<file path="config.mk">
export PLATFORM = sky130hd
export DESIGN_NAME = top_k_best_score_keeper
export DESIGN_NICKNAME = d
export VERILOG_FILES = /design/src/design/tkbs_pkg.sv /design/src/design/tkbs_ram.sv /design/src/design/top_k_best_score_keeper.sv
export SDC_FILE = /design/constraint.sdc
export NUM_CORES = 1
export LEC_CHECK = 0
export CAP_MARGIN = 20
export CORE_MARGIN = 3
export CORE_UTILIZATION = 57
export CTS_BUF_LIST = sky130_fd_sc_hd__clkbuf_16
export DETAILED_ROUTE_END_ITERATION = 8
export DONT_BUFFER_PORTS = 1
export GPL_TIMING_DRIVEN = 0
export HOLD_SLACK_MARGIN = 0.08
export PLACE_DENSITY = 0.76
export SLEW_MARGIN = 20
export SYNTH_ARGS = -nofsm -noshare
export SYNTH_HDL_FRONTEND = slang
export SYNTH_SLANG_ARGS = --single-unit
</file>
<file path="constraint.sdc">
create_clock -name i_clk -period 6.4 [get_ports i_clk]
set_clock_uncertainty 0.15 [all_clocks]
set_input_delay 0.64 -clock i_clk [delete_from_list [all_inputs] [get_ports i_clk]]
set_output_delay 0.64 -clock i_clk [all_outputs]
set_load 0.1 [all_outputs]
</file>
<file path="src/design/tkbs_pkg.sv">
package tkbs_pkg;

    // fixed field widths of the item and result ports
    localparam int SCORE_W    = 40;
    localparam int PORT_TAG_W = 16;
    localparam int COUNT_W    = 5;
    localparam int RANK_W     = 5;

    // item kinds
    localparam logic KIND_INSERT = 1'b0;
    localparam logic KIND_QUERY  = 1'b1;

    // capacity after reset
    localparam logic [COUNT_W-1:0] CAP_RESET = 5'd16;

    typedef logic signed [SCORE_W-1:0] t_score;

    // item sequencer states
    typedef enum logic [2:0] {
        S_IDLE,
        S_CHK,
        S_SCAN,
        S_PUT,
        S_QRD,
        S_DONE
    } t_state;

endpackage

</file>
<file path="src/design/tkbs_ram.sv">
module tkbs_ram #(
    parameter int DEPTH = 16,
    parameter int WIDTH = 56,
    parameter int AW    = 4
) (
    input  logic             i_clk,
    input  logic             i_we,
    input  logic [AW-1:0]    i_waddr,
    input  logic [WIDTH-1:0] i_wdata,
    input  logic             i_re,
    input  logic [AW-1:0]    i_raddr,
    output logic [WIDTH-1:0] o_rdata
);

    logic [WIDTH-1:0] r_mem [DEPTH];
    logic [WIDTH-1:0] r_rdata;

    // write port
    always_ff @(posedge i_clk) begin
        if (i_we) begin
            r_mem[i_waddr] <= i_wdata;
        end
    end

    // registered read port, holds its data between reads
    always_ff @(posedge i_clk) begin
        if (i_re) begin
            r_rdata <= r_mem[i_raddr];
        end
    end

    assign o_rdata = r_rdata;

endmodule

</file>
<file path="src/design/top_k_best_score_keeper.sv">
// Keeps the best entries seen so far (signed Q23.16 score plus tag) in a list memory sorted
// highest score first, at most capacity of them (capacity 0 acts as 1, above MAX_ENTRIES as
// MAX_ENTRIES; lowering it drops the lowest entries). An insert is kept while the list is not
// full, or when full only if its score is strictly above the lowest, which it then replaces;
// a new entry goes after older equal scores. A query returns the entry at a 1-based rank.
// Every item yields exactly one result, held in an output register so the next item can be
// taken while it waits; a result that cannot leave the output register holds the next one
// back. An insert moves each lower entry down one place, one entry per cycle from the bottom
// up through the one read and one write port of the list memory; when the list is full the
// lowest entry is compared first.
// The capacity register is written only while no item is offered or in work.
module top_k_best_score_keeper #(
    parameter int MAX_ENTRIES = 16,
    parameter int TAG_BITS    = 16
) (
    input  logic                               i_clk,
    input  logic                               i_rst_n,
    // configuration
    input  logic                               i_cfg_valid,
    output logic                               o_cfg_ready,
    input  logic [tkbs_pkg::COUNT_W-1:0]       i_cfg_capacity,
    // item channel
    input  logic                               i_in_valid,
    output logic                               o_in_ready,
    input  logic                               i_kind,
    input  tkbs_pkg::t_score                   i_score,
    input  logic [tkbs_pkg::PORT_TAG_W-1:0]    i_entry_tag,
    input  logic [tkbs_pkg::RANK_W-1:0]        i_rank,
    // result channel
    output logic                               o_out_valid,
    input  logic                               i_out_ready,
    output logic                               o_accepted,
    output logic                               o_found,
    output tkbs_pkg::t_score                   o_found_score,
    output logic [tkbs_pkg::PORT_TAG_W-1:0]    o_found_tag,
    output logic [tkbs_pkg::COUNT_W-1:0]       o_entry_count
);

    import tkbs_pkg::*;

    localparam int AW     = (MAX_ENTRIES > 1) ? $clog2(MAX_ENTRIES) : 1;
    localparam int WORD_W = SCORE_W + TAG_BITS;
    localparam int CNT_MAX = 2**COUNT_W - 1;
    localparam logic [COUNT_W-1:0] CAP_LIM =
        COUNT_W'((MAX_ENTRIES < CNT_MAX) ? MAX_ENTRIES : CNT_MAX);

    // capacity in use for a register value
    function automatic logic [COUNT_W-1:0] f_cap(input logic [COUNT_W-1:0] c);
        logic [COUNT_W-1:0] v;
        v = c;
        if (v == '0) v = COUNT_W'(1);
        if (v > CAP_LIM) v = CAP_LIM;
        return v;
    endfunction

    t_state                r_state, n_state;
    logic [COUNT_W-1:0]    r_cap;
    logic [COUNT_W-1:0]    r_held, n_held;
    logic [COUNT_W-1:0]    r_new_count, n_new_count;
    logic [COUNT_W-1:0]    w_cap, w_cfg_cap;
    logic [AW-1:0]         r_idx, n_idx;
    t_score                r_score;
    logic [TAG_BITS-1:0]   r_tag;
    logic                  r_res_accepted, n_res_accepted;
    logic                  r_res_found, n_res_found;
    logic                  w_in_fire, w_cfg_fire, w_load;

    logic                  w_we, w_re;
    logic [AW-1:0]         w_waddr, w_raddr;
    logic [WORD_W-1:0]     w_wdata, w_rdata;
    t_score                w_rd_score;
    logic [TAG_BITS-1:0]   w_rd_tag;

    logic                  r_out_valid;
    logic                  r_out_accepted, r_out_found;
    t_score                r_out_score;
    logic [PORT_TAG_W-1:0] r_out_tag;
    logic [COUNT_W-1:0]    r_out_count;

    // list memory, one word per entry
    tkbs_ram #(
        .DEPTH (MAX_ENTRIES),
        .WIDTH (WORD_W),
        .AW    (AW)
    ) u_list (
        .i_clk   (i_clk),
        .i_we    (w_we),
        .i_waddr (w_waddr),
        .i_wdata (w_wdata),
        .i_re    (w_re),
        .i_raddr (w_raddr),
        .o_rdata (w_rdata)
    );

    assign w_rd_score = w_rdata[WORD_W-1 -: SCORE_W];
    assign w_rd_tag   = w_rdata[TAG_BITS-1:0];
    assign w_cap      = f_cap(r_cap);
    assign w_cfg_cap  = f_cap(i_cfg_capacity);
    assign w_in_fire  = i_in_valid && o_in_ready;
    assign w_cfg_fire = i_cfg_valid && o_cfg_ready;

    // sequencer: scan from the bottom, shifting smaller entries down one place
    always_comb begin
        n_state        = r_state;
        n_idx          = r_idx;
        n_res_accepted = r_res_accepted;
        n_res_found    = r_res_found;
        n_new_count    = r_new_count;
        w_we           = 1'b0;
        w_waddr        = r_idx + 1'b1;
        w_wdata        = {r_score, r_tag};
        w_re           = 1'b0;
        w_raddr        = r_idx - 1'b1;
        o_in_ready     = 1'b0;
        o_cfg_ready    = 1'b0;
        w_load         = 1'b0;
        unique case (r_state)
            S_IDLE: begin
                o_in_ready  = 1'b1;
                o_cfg_ready = !i_in_valid;
                if (i_in_valid) begin
                    if (i_kind == KIND_QUERY) begin
                        n_new_count    = r_held;
                        n_res_accepted = 1'b0;
                        if (i_rank != '0 && i_rank <= r_held) begin
                            w_re        = 1'b1;
                            w_raddr     = AW'(i_rank - 1'b1);
                            n_res_found = 1'b1;
                            n_state     = S_QRD;
                        end else begin
                            n_res_found = 1'b0;
                            n_state     = S_DONE;
                        end
                    end else begin
                        n_res_found = 1'b0;
                        if (r_held < w_cap) begin
                            n_new_count    = r_held + 1'b1;
                            n_res_accepted = 1'b1;
                            if (r_held == '0) begin
                                n_state = S_PUT;
                            end else begin
                                w_re    = 1'b1;
                                w_raddr = AW'(r_held - 1'b1);
                                n_idx   = AW'(r_held - 1'b1);
                                n_state = S_SCAN;
                            end
                        end else begin
                            // full: look at the lowest entry first
                            n_new_count = r_held;
                            w_re        = 1'b1;
                            w_raddr     = AW'(w_cap - 1'b1);
                            n_idx       = AW'(w_cap - 1'b1);
                            n_state     = S_CHK;
                        end
                    end
                end
            end
            S_CHK: begin
                if (r_score > w_rd_score) begin
                    n_res_accepted = 1'b1;
                    if (r_idx == '0) begin
                        n_state = S_PUT;
                    end else begin
                        w_re    = 1'b1;
                        n_idx   = r_idx - 1'b1;
                        n_state = S_SCAN;
                    end
                end else begin
                    n_res_accepted = 1'b0;
                    n_state        = S_DONE;
                end
            end
            S_SCAN: begin
                w_we = 1'b1;
                if (w_rd_score >= r_score) begin
                    // new entry sits just below this one
                    n_state = S_DONE;
                end else begin
                    w_wdata = w_rdata;
                    if (r_idx == '0) begin
                        n_state = S_PUT;
                    end else begin
                        w_re    = 1'b1;
                        n_idx   = r_idx - 1'b1;
                    end
                end
            end
            S_PUT: begin
                w_we    = 1'b1;
                w_waddr = '0;
                n_state = S_DONE;
            end
            S_QRD: begin
                n_state = S_DONE;
            end
            S_DONE: begin
                if (!r_out_valid || i_out_ready) begin
                    w_load  = 1'b1;
                    n_state = S_IDLE;
                end
            end
            default: begin
                n_state = S_IDLE;
            end
        endcase
    end

    // entry count, clipped when the capacity is lowered
    always_comb begin
        n_held = w_load ? r_new_count : r_held;
        if (w_cfg_fire && n_held > w_cfg_cap) begin
            n_held = w_cfg_cap;
        end
    end

    // control state
    always_ff @(posedge i_clk) begin
        if (!i_rst_n) begin
            r_state     <= S_IDLE;
            r_cap       <= CAP_RESET;
            r_held      <= '0;
            r_out_valid <= 1'b0;
        end else begin
            r_state <= n_state;
            r_held  <= n_held;
            if (w_cfg_fire) begin
                r_cap <= i_cfg_capacity;
            end
            if (w_load) begin
                r_out_valid <= 1'b1;
            end else if (i_out_ready) begin
                r_out_valid <= 1'b0;
            end
        end
    end

    // item and result payload
    always_ff @(posedge i_clk) begin
        r_idx          <= n_idx;
        r_res_accepted <= n_res_accepted;
        r_res_found    <= n_res_found;
        r_new_count    <= n_new_count;
        if (w_in_fire) begin
            r_score <= i_score;
            r_tag   <= TAG_BITS'(i_entry_tag);
        end
        if (w_load) begin
            r_out_accepted <= r_res_accepted;
            r_out_found    <= r_res_found;
            r_out_score    <= r_res_found ? w_rd_score : '0;
            r_out_tag      <= r_res_found ? PORT_TAG_W'(w_rd_tag) : '0;
            r_out_count    <= r_new_count;
        end
    end

    assign o_out_valid   = r_out_valid;
    assign o_accepted    = r_out_accepted;
    assign o_found       = r_out_found;
    assign o_found_score = r_out_score;
    assign o_found_tag   = r_out_tag;
    assign o_entry_count = r_out_count;

`ifndef SYNTHESIS
    // entries held never exceed the capacity in use
    a_held_cap: assert property (@(posedge i_clk) disable iff (!i_rst_n)
        r_held <= w_cap)
        else $error("held count above capacity");

    // a shift step never reads the entry it writes
    a_no_overlap: assert property (@(posedge i_clk) disable iff (!i_rst_n)
        (w_we && w_re) |-> (w_waddr != w_raddr))
        else $error("read and write to the same entry");

    // the scan only visits held entries
    a_scan_range: assert property (@(posedge i_clk) disable iff (!i_rst_n)
        (r_state == S_SCAN || r_state == S_CHK) |->
        ({{COUNT_W{1'b0}}, r_idx} < {{AW{1'b0}}, r_held}))
        else $error("scan index beyond held entries");

    // count grows by one only for a kept insert
    a_count_step: assert property (@(posedge i_clk) disable iff (!i_rst_n)
        w_load |-> ((r_new_count == r_held) ||
                    (r_new_count == r_held + 1'b1 && r_res_accepted)))
        else $error("entry count step wrong");
`endif

endmodule
</file>
=== After elaboration in Yosys (flattened, before gate mapping) ===
Memory sizes are Yosys's and may differ from the RTL's. A register that Yosys moved wholly into a read port is not among the register bits.
Cells that the tools add are included.

* Memory bits (writable): 896
* Output and inout port bits: 66
* Latch bits: 0
* Memories kept: 1
* Bits in read-only memories: 0
* Register bits after elaboration: 144

{| class="wikitable"
|+ Memory list
! name !! words !! bits a word !! rd ports !! clocked after Yosys merged registers in !! wr ports !! line !! text
|-
| u_list.r_mem || 16 || 56 || 1 || 1 || 1 || tkbs_ram.sv:15 || <nowiki>logic [WIDTH-1:0] r_mem [DEPTH];</nowiki>
|}

* Muxes and demuxes: 59
* Equal/unequal tests: 13
* Shift operators: 0
* Bitwise gates (word level): 0
* Multiply operators: 0
* Reduce and logical (&&, ||, !) cells: 22
* $add $sub $neg: 6
* $lt $le $gt $ge: 7
* Div/mod/pow operators: 0

{| class="wikitable"
|+ Operators with widths
! cell !! count
|-
| $mux W56 || 2
|-
| $mux W4 || 14
|-
| $ge A40 B40 Y1 || 1
|-
| $gt A40 B40 Y1 || 1
|-
| $mux W5 || 8
|-
| $mux W1 || 24
|-
| $mux W3 || 7
|-
| $sub A4 B1 Y4 const B || 4
|-
| $logic_not A5 Y1 || 3
|-
| $pmux W3 S5 || 1
|-
| $pmux W4 S3 || 1
|-
| $gt A5 B5 Y1 const B || 2
|-
| $ne A2 B2 Y1 const B || 5
|-
| $ne A3 B3 Y1 const B || 3
|-
| $eq A3 B2 Y1 const B || 2
|-
| $eq A3 B3 Y1 const B || 2
|-
| $reduce_and A3 Y1 || 2
|-
| $reduce_and A6 Y1 || 1
|-
| $add A5 B1 Y5 const B || 1
|-
| $gt A5 B5 Y1 || 1
|-
| $le A5 B5 Y1 || 1
|-
| $lt A5 B5 Y1 || 1
|-
| $reduce_bool A5 Y1 || 1
|-
| $add A4 B1 Y4 const B || 1
|-
| other kinds (12) || 18
|}

=== Longest topological paths before layout ===
* Word-level depth: 9
* Depth in mapped cells: 15
* Mapped depth without buffers: 14

=== By module ===
From an unflattened synthesis, not the netlist that was laid out.

* Cell total of the unflattened synthesis: 2100
* Area total of the unflattened synthesis: 43261.5 um2

{| class="wikitable"
|+ Modules (own cells, without submodules)
! module !! area an instance (um2) !! instances !! cells each !! seq. area each (um2)
|-
| tkbs_ram || 35238.8 || 1 || 1445 || 28587.4
|-
| top_k_best_score_keeper || 8022.7 || 1 || 655 || 4184.0
|}

=== Least setup slack after synthesis ===
No wires, ideal clock.

* Path kind: register to register
* Start: register r_out_valid, in the netlist o_out_valid
* End: register r_held[0]
* Path slack: -55 ps
* Required time: 6135 ps
* Setup time: 115 ps
* Stages on the path, launching flop included: 13
* Arrival: 6189 ps
* Clock period less this slack: 6455 ps
* Cells stage by stage: dfxtp_1 nor2b_1 nor2_1 o21ai_0 ha_1 nor2b_1 o21a_1 o21ai_0 nand2b_1 a21oi_1 a311oi_1 o21ai_0 and3_1

* Cells in the longest elaborated chain, start to end: 8

{| class="wikitable"
|+ Ends and longest elaborated chain
! what !! line !! text
|-
| start, declared || top_k_best_score_keeper.sv:74 || <nowiki>logic r_out_valid;</nowiki>
|-
| start signal, assigned || top_k_best_score_keeper.sv:222 || <nowiki>r_out_valid <= 1'b0;</nowiki>
|-
| start signal, assigned || top_k_best_score_keeper.sv:230 || <nowiki>r_out_valid <= 1'b1;</nowiki>
|-
| start signal, assigned || top_k_best_score_keeper.sv:232 || <nowiki>r_out_valid <= 1'b0;</nowiki>
|-
| $logic_not A1 Y1 (*) || top_k_best_score_keeper.sv:197 || <nowiki>if (!r_out_valid || i_out_ready) begin</nowiki>
|-
| $logic_or A1 B1 Y1 (*) || top_k_best_score_keeper.sv:197 ||
|-
| $mux W1 (*) || top_k_best_score_keeper.sv:197 ||
|-
| $mux W1 (*) || top_k_best_score_keeper.sv:117 || <nowiki>unique case (r_state)</nowiki>
|-
| via w_load || top_k_best_score_keeper.sv:66 || <nowiki>logic w_in_fire, w_cfg_fire, w_load;</nowiki>
|-
| $mux W5 (*) || top_k_best_score_keeper.sv:210 || <nowiki>n_held = w_load ? r_new_count : r_held;</nowiki>
|-
| $gt A5 B5 Y1 || top_k_best_score_keeper.sv:211 || <nowiki>if (w_cfg_fire && n_held > w_cfg_cap) begin</nowiki>
|-
| $logic_and A1 B1 Y1 || top_k_best_score_keeper.sv:211 ||
|-
| $mux W5 (*) || top_k_best_score_keeper.sv:211 ||
|-
| end signal, assigned || top_k_best_score_keeper.sv:225 || <nowiki>r_held <= n_held;</nowiki>
|-
| end, declared || top_k_best_score_keeper.sv:58 || <nowiki>logic [COUNT_W-1:0] r_held, n_held;</nowiki>
|}

Mark *: on every way through the listed nets, which the timed path passes. The rest lies on a longest branch.
A chain may end at the register's enable or synchronous reset.

=== Worst setup path in the final report ===
* Start: register u_list.r_rdata[55], in the netlist u_list.o_rdata[55] (read register of u_list.r_mem)
* End: memory u_list.r_mem[15][48], data pin

* Cells in the longest elaborated chain, start to end: 3

{| class="wikitable"
|+ Ends and longest elaborated chain
! what !! line !! text
|-
| start, declared || tkbs_ram.sv:16 || <nowiki>logic [WIDTH-1:0] r_rdata;</nowiki>
|-
| $ge A40 B40 Y1 || top_k_best_score_keeper.sv:175 || <nowiki>if (w_rd_score >= r_score) begin</nowiki>
|-
| $mux W56 || top_k_best_score_keeper.sv:175 ||
|-
| $mux W56 || top_k_best_score_keeper.sv:117 ||
|-
| via u_list.i_wdata[48] || tkbs_ram.sv:9 || <nowiki>input logic [WIDTH-1:0] i_wdata,</nowiki>
|-
| end, declared || tkbs_ram.sv:15 ||
|}

The timed path passes the listed nets, and every way through them passes these cells.

==> impl_summary.md <==
Route
The number of iterations in the first detailed-routing pass is 8. The DRC violation count after routing is 0. Once detail routing completed, the nets flagged for antenna violations numbered 0. The total vias in the final route is roughly 29000.

After the first detailed-routing iteration, the DRC count stood at 3873. The routed wire length per instance is 27.1 um. The total length of routed wires is 118000 um. The average via count per standard cell is 6.61.

Placed design
In this run, placement finished with an instance count of 4094. The global placement routability congestion is 0.884. The post-detailed-placement cell area is approximately 48000 sq um.

Detailed placement ended at an HPWL of 79700 um. Buffers placed on the I/O ports in this run total 0.

Final layout
For this run, the share of the core covered by cells in the final layout is 0.656. After the flow finishes, the layout carries non-filler instances totaling 4368. The final design instance area without fill is 52000 sq um. The layout filler cell count is 5328. The area taken by flip-flops and latches is 32800 sq um. In the final design database the tool counted 3356 nets.

In the final layout, the multi-input gates occupy 11800 sq um. In the final layout, the share of cells above drive strength 1 is 0.106. Compared with the post-synthesis result, the final layout area differs by 13.7%.

Power
The leakage power figure is 17.3 nW. Power spread over the standard cell area amounts to approximately 580 nW/um^2. The maximum vdd ir drop is 0.000375 V. The power consumption is 30.0 mW.

Logic synthesis
In this run, synthesis produced a sequential element count of 1096. In the synthesized netlist, the number of instances is 3005. The number of flops mapped to enable cells by yosys is 1082. Counting instances in the post-synthesis netlist gives the leading cell types as 1082 x sky130_fd_sc_hd__edfxtp_1, 229 x sky130_fd_sc_hd__mux2i_1, 196 x sky130_fd_sc_hd__a21oi_1. The total number of yosys warnings is 0.

Each instance of the synthesized netlist takes up on average between 15 and 20 sq um. The share of the Yosys chip area taken by registers is 0.717. sky130_fd_sc_hd__edfxtp_1 takes more of the synthesized area than any other cell. The most common cell in the synthesized netlist is sky130_fd_sc_hd__edfxtp_1.

After synthesis, the share of flip-flops with an asynchronous set or reset is 0. The share of synthesized area in the top cell type comes to 0.711. The netlist uses 75 different library cells. The cell area that synthesis handed to floorplanning was roughly 46000 sq um. The net count after synthesis is 3138. The predominant post-synthesis flop cell is sky130_fd_sc_hd__edfxtp_1. Ranked by total cell area, the synthesized netlist is headed by sky130_fd_sc_hd__edfxtp_1 71%, sky130_fd_sc_hd__mux2i_1 5.0%, sky130_fd_sc_hd__nand4_1 2.5%, sky130_fd_sc_hd__a21oi_1 2.1%, sky130_fd_sc_hd__o2111ai_1 2.1%.

Clocking
The maximum count of clock buffers along a single path is 3. After clock tree synthesis, the clock-pin slew on the worst setup and hold paths is 60 ps. The post-cts gate resize count is 0. The number of post-CTS setup repair buffers is 0. The later pin in the worst-skew pair is clocked with a latency of 670 ps. The clock sink total is 1096. In this run the clock root is driven by a sky130_fd_sc_hd__clkbuf_16. TritonCTS built the clock tree. CTS built an H-tree with a depth of 3. The number of buffers added by the clock tree synthesis step is 110.

Critical path
The kind of cell with the highest combined delay on the critical path is simple AND/OR/NAND/NOR gates. The critical path goes through ha_1 -> buf_2 -> nand4_1 -> or3_1 -> nor2_1 -> o311a_1 -> a211oi_2 -> mux2i_2 -> buf_6 -> buf_2 -> buf_2 -> mux2_1. STA classifies the critical path startpoint as a flip-flop. The cell with the largest stage delay on the worst path is sky130_fd_sc_hd__mux2_1. By instance count, the cell type seen most on the critical path is sky130_fd_sc_hd__buf_2. Along the worst path, the maximum fanout reaches 16. The number of buffer and inverter instances along the worst setup path is 4. The worst setup path is captured at a flip-flop. The arrival time of the worst setup path is 6390 ps.

The required arrival time at the worst endpoint is 6540 ps. The biggest cell delay along the critical path is ~650 ps. The critical setup path kind is reg -> reg.

Timing
Setup repair after global routing left no endpoint under its margin. Setup violations remaining at the end of the flow were counted as 0. Based on the critical path, the design can be clocked at up to approximately 160 MHz. The slew of the pin with the lowest slew margin is 1170 ps. The post-route fraction of the period consumed by the critical path is 0.977. The final hold violation count came to 0. The time the final worst path needs with I/O delays and setup is about 6300 ps.

The normalized max-slew margin is 0.220. The number of pins with negative max-slew slack in the final report is 0.

Floorplan
Pin placement for this block handled 138 I/O pins. The starting density of the core is 0.577. The floorplan step set the die height to 289 um. The number of standard-cell rows in the floorplan is approximately 100. From left edge to right edge, the die measures roughly 290 um. The core area is 79300 sq um. The die covers between 80000 and 90000 sq um.

Global routing
The number of global-route vias before repair was approximately 29000. The sum of overflow across all layers after global routing is 0. Entering global routing, the biggest net connects 71 pins. The first global-routing pass estimated 176000 um of wire. For this run, the total global-route usage over all layers was measured as 0.281.

The number of antenna violations at the first check in global routing came to 2.

Outcome
The run finished with clean final reports.

Hold path
The tightest min-delay check is of the in -> reg type.

Job
Max-cap violations in this run came to 0.
## where the power goes
group	switching, mW	total (mW)	internal [mW]
combinational	9.56	13.8	4.21
clock	2.61	5.88	3.27
sequential	0.636	10.3	9.68
## final timing paths
path	cells after the start	from	to	slack (ps)
max reg2reg	12	u_list.o_rdata[55]	u_list.r_mem[15][48]	150
min	3	i_cfg_capacity[2]	r_held[2]	110
min reg2reg	0	r_res_accepted	o_accepted	280
max	12	u_list.o_rdata[55]	u_list.r_mem[15][48]	150
## layout by cell type, fill, tap and decap left out, drive strengths merged, types with 10 or more instances in the layout
cell	synthesis	layout
a21o	10	10
a21oi	202	202
and2	61	61
buf	88	127
clkbuf	148	258
clkinv	2	44
dfxtp	14	14
dlygate4sd3	0	67
edfxtp	1082	1082
ha	61	61
inv	57	98
mux2	55	55
mux2i	229	229
nand2	56	56
nand3	123	123
nand4	181	181
nor2	44	44
nor2b	11	11
nor3	121	121
o2111ai	112	112
o21ai	140	140
o221a	57	57
o22a	56	56
xnor2	10	10
## routing by layer
metal	vias to the layer above	global-route usage	part of all wire
li1	12500	-	-
met1	14300	0.372	0.38
met2	1747	0.458	0.48
met3	283	0.0527	0.094
met4	0	0.123	0.042
met5	-	0	0
## final cells by class
cell class,instances,area share
Buffer,236,0.0209
Clock inverter,92,0.0105
Timing Repair Buffer,106,0.0286
Multi-Input combinational cell,1614,0.226
Sequential cell,1096,0.631
Inverter,59,0.00438
Tap cell,1050,0.0253
Clock buffer,110,0.0530
Antenna cell,5,0.000241
## cells by family after synthesis
kind of cell    share of synthesized area
xor+xnor                          0.00249
fa+ha+maj                          0.0167
buf+inv                            0.0288
compound gates                     0.0958
simple gates                       0.0755
flops                               0.717
mux                                0.0637
## flip-flops by register name (all words and copies together), names as in the netlist, 16 cells and up
name and count:
o_found_score 40, o_found_tag 16, r_score 40, r_tag 16, u_list.o_rdata 56, u_list.r_mem 896
## worst register-to-register path, cell delays in order, from the launching register on
cell and delay (ps):
sky130_fd_sc_hd__edfxtp_1 410, sky130_fd_sc_hd__ha_1 290, sky130_fd_sc_hd__buf_2 300, sky130_fd_sc_hd__nand4_1 460, sky130_fd_sc_hd__or3_1 520, sky130_fd_sc_hd__nor2_1 640, sky130_fd_sc_hd__o311a_1 590, sky130_fd_sc_hd__a211oi_2 170
sky130_fd_sc_hd__mux2i_2 500, sky130_fd_sc_hd__buf_6 230, sky130_fd_sc_hd__buf_2 400, sky130_fd_sc_hd__buf_2 540, sky130_fd_sc_hd__mux2_1 660
## metrics by stage
step,hold WS [ps],worst slack [ps],TNS [ps]
2_1_floorplan,250,1220,0
3_3_place_gp,257,-724,-237230
3_5_place_dp,270,407,0
4_1_cts,87.4,347,0
5_1_grt,147,97.5,0
6_report,113,149,0
## what timing repair did
action | 4_1_cts | 5_1_grt
endpoints found under the hold margin | 64 | 0
endpoints found under the setup margin | 0 | 0
hold buffers | 67 | 0
No activity file was read; power rests on OpenSTA's default activity.
